`config.mk`:
```
export PLATFORM = sky130hd
export DESIGN_NAME = ght_free_map
export DESIGN_NICKNAME = d
export VERILOG_FILES = /design/src/rtl/core/assert_macros.svh /design/src/rtl/core/ght_pkg.sv /design/src/rtl/core/ght_free_map.sv
export SDC_FILE = /design/constraint.sdc
export NUM_CORES = 2
export LEC_CHECK = 0
export ABC_CLOCK_PERIOD_IN_PS = 8500
export BUFFER_PORTS_ARGS = -buffer_cell sky130_fd_sc_hd__buf_2
export CORE_MARGIN = 2
export CORE_UTILIZATION = 27
export CTS_BUF_LIST = sky130_fd_sc_hd__clkbuf_8
export CTS_CLUSTER_DIAMETER = 40
export DETAILED_ROUTE_END_ITERATION = 10
export GPL_ROUTABILITY_DRIVEN = 0
export PLACE_DENSITY = 0.43
export SLEW_MARGIN = 10
export SYNTH_ARGS = -nofsm -noshare
export SYNTH_HDL_FRONTEND = slang
export SYNTH_SLANG_ARGS = --single-unit
```
`constraint.sdc`:
```
create_clock -name clk -period 8.5 [get_ports clk]
set_input_delay 1.7 -clock clk [delete_from_list [all_inputs] [get_ports clk]]
set_output_delay 1.7 -clock clk [all_outputs]
set_load 0.05 [all_outputs]
```
`src/rtl/core/assert_macros.svh`:
```
// Assertion macros of the handle table RTL, used by its top level.
`ifndef ASSERT_MACROS_SVH
`define ASSERT_MACROS_SVH
`ifndef ASSERT_OFF
`define ASSERT_IMPLIES(label, ante, cons) \
    label: assert property (@(posedge clk) disable iff (!rst_n) (ante) |-> (cons)) \
        else $error("assertion failed");
`define ASSERT_NEXT(label, ante, cons) \
    label: assert property (@(posedge clk) disable iff (!rst_n) (ante) |=> (cons)) \
        else $error("assertion failed");
`else
`define ASSERT_IMPLIES(label, ante, cons)
`define ASSERT_NEXT(label, ante, cons)
`endif
`endif

```
`src/rtl/core/ght_pkg.sv`:
```
// Shared types and constants of the generational handle table.
package ght_pkg;

    localparam int GEN_PORT_W = 32;
    localparam int VIOL_W     = 32;
    localparam int WORD_W     = 32;
    localparam int WOFF_W     = 5;

    typedef logic [1:0] kind_t;
    typedef logic [1:0] status_t;

    localparam kind_t KIND_PIN   = 2'd0;
    localparam kind_t KIND_UNPIN = 2'd1;
    localparam kind_t KIND_DEREF = 2'd2;
    localparam kind_t KIND_BAD   = 2'd3;

    localparam status_t ST_OK        = 2'd0;
    localparam status_t ST_FULL      = 2'd1;
    localparam status_t ST_BAD_INDEX = 2'd2;
    localparam status_t ST_STALE     = 2'd3;

    typedef struct packed {
        logic search;
        logic free;
    } fm_ctrl_t;

    typedef struct packed {
        logic busy;
        logic done;
        logic found;
    } fm_stat_t;

endpackage

```
`src/rtl/core/ght_free_map.sv`:
```
// Occupancy bitmap of the handle table with a word-at-a-time free-slot search and slot freeing.
module ght_free_map #(
    parameter int CAPACITY = 4096,
    parameter int IDX_W    = 12,
    parameter int HINT_W   = 13
) (
    input  logic                  clk,
    input  logic                  rst_n,
    input  ght_pkg::fm_ctrl_t     ctrl,
    input  logic [HINT_W-1:0]     hint,
    input  logic [IDX_W-1:0]      free_idx,
    output ght_pkg::fm_stat_t     stat,
    output logic [IDX_W-1:0]      found_idx
);

    localparam int WORDS   = (CAPACITY + ght_pkg::WORD_W - 1) / ght_pkg::WORD_W;
    localparam int WADDR_W = (WORDS > 1) ? $clog2(WORDS) : 1;
    localparam int FULL_W  = WADDR_W + ght_pkg::WOFF_W;

    typedef enum logic [1:0] {
        S_CLEAR,
        S_IDLE,
        S_SCAN,
        S_FREE
    } state_t;

    state_t                         state_reg;
    logic [WADDR_W-1:0]             clr_reg;
    logic [WADDR_W-1:0]             word_reg;
    logic [ght_pkg::WOFF_W-1:0]     off_reg;
    logic                           first_reg;
    logic [ght_pkg::WOFF_W-1:0]     free_off_reg;
    logic                           done_reg;
    logic                           found_reg;
    logic [IDX_W-1:0]               idx_reg;
    logic                           done_next;
    logic                           found_next;

    logic [ght_pkg::WORD_W-1:0]     map_mem [WORDS];
    logic [ght_pkg::WORD_W-1:0]     rd_data_reg;

    logic                           rd_en;
    logic [WADDR_W-1:0]             rd_addr;
    logic                           wr_en;
    logic [WADDR_W-1:0]             wr_addr;
    logic [ght_pkg::WORD_W-1:0]     wr_data;

    logic [FULL_W-1:0]              hint_full;
    logic [FULL_W-1:0]              free_full;
    logic [WADDR_W-1:0]             hint_word;
    logic [WADDR_W-1:0]             free_word;
    logic                           hint_out;
    logic [ght_pkg::WORD_W-1:0]     cand;
    logic [ght_pkg::WOFF_W-1:0]     pick;
    logic                           any;
    logic                           last_word;

    assign hint_full = FULL_W'(hint);
    assign free_full = FULL_W'(free_idx);
    assign hint_word = hint_full[FULL_W-1:ght_pkg::WOFF_W];
    assign free_word = free_full[FULL_W-1:ght_pkg::WOFF_W];
    assign hint_out  = (hint >= HINT_W'(CAPACITY));
    assign last_word = (word_reg == WADDR_W'(WORDS - 1));

    always_comb
    begin
        cand = '0;
        for (int b = 0; b < ght_pkg::WORD_W; b++)
        begin
            cand[b] = !rd_data_reg[b]
                && (!first_reg || (ght_pkg::WOFF_W'(b) >= off_reg))
                && ({1'b0, word_reg, ght_pkg::WOFF_W'(b)} < (FULL_W + 1)'(CAPACITY));
        end
    end

    always_comb
    begin
        pick = '0;
        for (int b = ght_pkg::WORD_W - 1; b >= 0; b--)
        begin
            if (cand[b])
            begin
                pick = ght_pkg::WOFF_W'(b);
            end
        end
    end

    assign any = |cand;

    assign found_next = (state_reg == S_SCAN) && any;
    assign done_next  = found_next || ((state_reg == S_SCAN) && last_word)
                        || ((state_reg == S_IDLE) && ctrl.search && hint_out);

    always_comb
    begin
        rd_en   = 1'b0;
        rd_addr = word_reg;
        wr_en   = 1'b0;
        wr_addr = word_reg;
        wr_data = rd_data_reg;
        unique case (state_reg)
            S_CLEAR:
            begin
                wr_en   = 1'b1;
                wr_addr = clr_reg;
                wr_data = '0;
            end
            S_IDLE:
            begin
                if (ctrl.search && !hint_out)
                begin
                    rd_en   = 1'b1;
                    rd_addr = hint_word;
                end
                else if (ctrl.free)
                begin
                    rd_en   = 1'b1;
                    rd_addr = free_word;
                end
            end
            S_SCAN:
            begin
                if (any)
                begin
                    wr_en   = 1'b1;
                    wr_data = rd_data_reg | (ght_pkg::WORD_W'(1) << pick);
                end
                else if (!last_word)
                begin
                    rd_en   = 1'b1;
                    rd_addr = word_reg + WADDR_W'(1);
                end
            end
            S_FREE:
            begin
                wr_en   = 1'b1;
                wr_data = rd_data_reg & ~(ght_pkg::WORD_W'(1) << free_off_reg);
            end
            default:
            begin
                rd_en = 1'b0;
            end
        endcase
    end

    always_ff @(posedge clk)
    begin
        if (wr_en)
        begin
            map_mem[wr_addr] <= wr_data;
        end
    end

    always_ff @(posedge clk)
    begin
        if (rd_en)
        begin
            rd_data_reg <= map_mem[rd_addr];
        end
    end

    always_ff @(posedge clk or negedge rst_n)
    begin
        if (!rst_n)
        begin
            state_reg <= S_CLEAR;
            clr_reg   <= '0;
            done_reg  <= 1'b0;
            found_reg <= 1'b0;
        end
        else
        begin
            done_reg  <= done_next;
            found_reg <= found_next;
            unique case (state_reg)
                S_CLEAR:
                begin
                    clr_reg <= clr_reg + WADDR_W'(1);
                    if (clr_reg == WADDR_W'(WORDS - 1))
                    begin
                        state_reg <= S_IDLE;
                    end
                end
                S_IDLE:
                begin
                    if (ctrl.search)
                    begin
                        if (!hint_out)
                        begin
                            word_reg  <= hint_word;
                            off_reg   <= hint_full[ght_pkg::WOFF_W-1:0];
                            first_reg <= 1'b1;
                            state_reg <= S_SCAN;
                        end
                    end
                    else if (ctrl.free)
                    begin
                        word_reg     <= free_word;
                        free_off_reg <= free_full[ght_pkg::WOFF_W-1:0];
                        state_reg    <= S_FREE;
                    end
                end
                S_SCAN:
                begin
                    if (any)
                    begin
                        idx_reg   <= IDX_W'({word_reg, pick});
                        state_reg <= S_IDLE;
                    end
                    else if (last_word)
                    begin
                        state_reg <= S_IDLE;
                    end
                    else
                    begin
                        word_reg  <= word_reg + WADDR_W'(1);
                        first_reg <= 1'b0;
                    end
                end
                S_FREE:
                begin
                    state_reg <= S_IDLE;
                end
                default:
                begin
                    state_reg <= S_IDLE;
                end
            endcase
        end
    end

    assign stat.busy  = (state_reg != S_IDLE);
    assign stat.done  = done_reg;
    assign stat.found = found_reg;
    assign found_idx  = idx_reg;

endmodule

```
==> results summary <==
The H-tree depth is 6. The endpoint arrival time on the critical path came out at 8.56 ns. The die is 788 um wide.

The die is 788 um tall. The average wire per standard cell came out at 28.3 um. The total die area is 622000 um2. The number of hold violations in the final report is 0. STA classifies the critical path endpoint as a register. The maximum operating frequency came out at 0.135 GHz. Once detail routing completed, the nets flagged for antenna violations numbered 0.

The number of global-route vias before repair came out at 101000. The starting density of the core came out at between 20% and 30%. Of the total synthesized cell area, the portion taken by full adders, half adders and majority gates is 0.0512%.

The initial antenna violation count came out at 53. The boundary pin count is 44. The top-area cell type share of the netlist area is 75.1%. The post-route cell area came out at 192000 um2.

The cell taking the most area after synthesis is edfxtp_1. The share of the synthesized netlist area taken by xor and xnor gates came out at less than 1%. The clock buffer count from CTS is between 700 and 800. The core region area is just over 600000 um2. The highest net fanout along the worst path is 31. The number of distinct library cells after synthesis is between 90 and 100. The routed design has 596000 um of wire.

The number of warnings reported in the yosys synthesis log is 0. The library cell used most frequently in the layout, excluding fill and tap cells, is edfxtp_1. After detailed routing, the number of remaining DRC violations is 0.

The post-synthesis to final-layout area growth is 15.4%. The routed layout has 105000 vias. Summing the areas of all and, or, nand and nor instances in the mapped netlist gives 12.2% of the synthesized area.

Once detailed placement completed, the half-perimeter wirelength came to 335000 um. The setup violation total in the final timing report came out at 0. The post-route netlist has between 10% and 20% of its cells at a drive strength greater than 1. The clock network latency to the later pin of the worst-skew pair is 1.34 ns. The type of the worst min-delay path is input port to async pin. The filler cell count in the final layout is 61400.

Global routing used 18.5% of the available tracks. The placed cell area is 179000 um2. The count of port buffers added during placement came out at 43.

The floorplan has roughly 290 rows. For this block, the initial DRC count from the detailed router was 12100. In this run the power density over the cells is 437 nW/um2. The multiplexer share of the synthesized area came out at ~4.0%. Measured against its own limit, the worst slew margin works out to 7.48%. The number of iterations in the first detailed-routing pass came out at 5. The post-layout net count is 12500. The post-layout minimum cycle time came out at between 7 and 8 ns. The average cell area after synthesis came out at between 10 and 15 um2. The number of slew-limit violations in the final report came out at 0. The top flip-flop cell by instance count after synthesis is edfxtp_1. Across the whole layout, storage elements account for 125000 um2. The largest net degree at the start of global routing came out at 166.

By area, the combinational part of the netlist is dominated by simple AND/OR/NAND/NOR gates. Dividing the detail-routed via count by the number of cells gives 4.99. The async set-or-reset flop fraction in the synthesized netlist came out at less than 1%. The transition time at the pin with the least slew margin is 1.38 ns. The clock slew seen by the registers of the worst setup and hold paths came out at 0.06 ns.

The post-synthesis sequential element count is roughly 4200. The share of synthesized area occupied by flip-flops and latches came out at 75.3%. The number of flip-flops in the largest register is about 4100. Setup repair after global routing left no endpoint under its margin. The setup TNS came out at 0 ns. The maximum ir drop on the vdd rail is slightly below 600 uV. The synthesized cell area came out at between 150000 and 200000 um2. By area the synthesized netlist is led by edfxtp_1 (75%), nand2_1 (6.4%), mux2i_1 (3.8%). Leaving out fill and tap cells, the most frequent cells in the layout are edfxtp_1 (4158), nand2_1 (2822), nand3_1 (919). The final clock period utilization by the worst path came out at 87.3%. The static power due to leakage came out at 65.1 nW.

The core occupancy in the finished layout came out at 31.2%. The number of buffers added to fix hold violations after cts is 0. The first-pass GRT wire length is 827000 um. The number of enable flip-flop cells after synthesis came out at 4158. Data on the critical path is required at its endpoint by 9.64 ns. The worst hold margin came out at around 0.32 ns. The cell sitting at the root of the clock tree is a clkbuf_8. Summing the areas of all compound-gate instances in the mapped netlist gives 6.23% of the synthesized area. TritonCTS built the clock tree. The post-CTS setup-driven buffer insertion count came out at 0. The final clock skew is between 0.1 and 0.15 ns.

The total power draw is between 80 and 90 mW. Across the run, the number of max-cap violations was 0. The total overflow reported by the global router is 0. Once the clock tree was built, the resizer swapped 0 gates to a different size. STA classifies the critical path startpoint as a register.

The flow ran to the end, and the final reports show no timing, DRC or antenna violations. The multi-input combinational cells in the finished layout cover a total of 39000 um2. The number of nets handed over by synthesis was 12000. The number of sinks handled by clock tree synthesis came out at 4169. The maximum number of buffers from clock root to sink is 4. After technology mapping, the gate count stands at 11900. The class of the most critical setup path is register to register.
-- routing by layer --
layer | track usage (%) | share of wire (%) | vias up
met3 | 2.69 | 6.3 | 795
met5 | 0 | 0.011 | -
met1 | 26.7 | 46 | 54800
met2 | 28.9 | 45 | 3863
li1 | - | - | 45900
met4 | 5.40 | 3.0 | 8
-- metrics by stage --
stage               worst slack [ns]  instances
global route                    1.13      21100
detailed placement             0.919      19800
finish                          1.08      21100
global placement               0.834      19800
floorplan                     0.0404      11900
CTS                             1.34      21100
-- final timing paths --
| check | start | to | slack (ns) | depth (start not counted) |
|---|---|---|---|---|
| min in group clk | clr_reg[0]$_DFFE_PN0P_ | clr_reg[0]$_DFFE_PN0P_ | 0.54 | 1 |
| max | first_reg$_DFFE_PP_ | rd_data_reg[12]$_DFFE_PP_ | 1.08 | 13 |
| min | rst_n | clr_reg[0]$_DFFE_PN0P_ | 0.32 | 1 |
| min reg2reg | clr_reg[0]$_DFFE_PN0P_ | clr_reg[0]$_DFFE_PN0P_ | 0.54 | 1 |
| max in group asynchronous | rst_n | clr_reg[5]$_DFFE_PN0P_ | 7.87 | 1 |
| max reg2reg | first_reg$_DFFE_PP_ | rd_data_reg[12]$_DFFE_PP_ | 1.08 | 13 |
-- power breakdown --
| part | internal, mW | switching [mW] | leakage (nW) | total [mW] |
|---|---|---|---|---|
| clock network | 8.33 | 8.52 | 7.44 | 16.8 |
| registers | 27.5 | 0.425 | 37.9 | 28.0 |
| logic | 9.39 | 29.6 | 19.7 | 39.0 |
| total | 45.2 | 38.6 | 65.1 | 83.8 |
-- cells in the mapped netlist, types with 10 or more instances --
library cell  instances
edfxtp_1           4158
nand2_1            2838
nand3_1             920
mux2i_1             627
nor2_1              531
a21oi_1             503
buf_2               309
clkbuf_1            280
a22oi_1             255
o21ai_0             193
o22ai_1             180
nand4_1             172
nor3_1              171
a32oi_1             116
buf_4                75
a221oi_1             50
buf_1                48
a31oi_1              38
a32o_1               32
o2111ai_1            25
o21ai_1              25
buf_6                22
and3_1               21
inv_1                16
a211oi_1             15
nor4_1               15
a21o_1               13
a22o_1               13
o211ai_1             13
mux2_2               12
nand2b_1             12
nor4_4               12
dfrtp_1              11
o31ai_1              11
nand3b_1             10
-- worst max-delay path: stages (launching register included) --
cell       delay [ns]
edfxtp_1         0.82
and2_1           0.46
a311o_1          0.39
and4_1           0.29
and2_4           0.23
a31oi_1          0.78
and2_2           0.81
nor2_2           0.33
nand2_1          0.16
buf_4            0.57
a21oi_1          0.15
nor3_1           1.12
o2111ai_1        0.87
nand3_1          0.24
-- cell type report --
class,count,share of cell area [%]
Antenna cell,15,0.0196
Clock buffer,718,5.15
Clock inverter,545,1.53
Inverter,17,0.0333
Multi-Input combinational cell,6998,20.3
Sequential cell,4169,65.2
Tap cell,8120,5.30
Timing Repair Buffer,522,2.38
-- logic make-up (layout without fill, tap and decap cells) --
kind of cell,Yosys count,count (layout)
xor+xnor,11,11
fa+ha+maj,7,7
mux,646,646
buf+inv,755,1802
other cells,0,15
simple gates,4750,4750
flops,4169,4169
compound gates,1584,1584
Note: power is estimated with default switching activity, not from simulation.
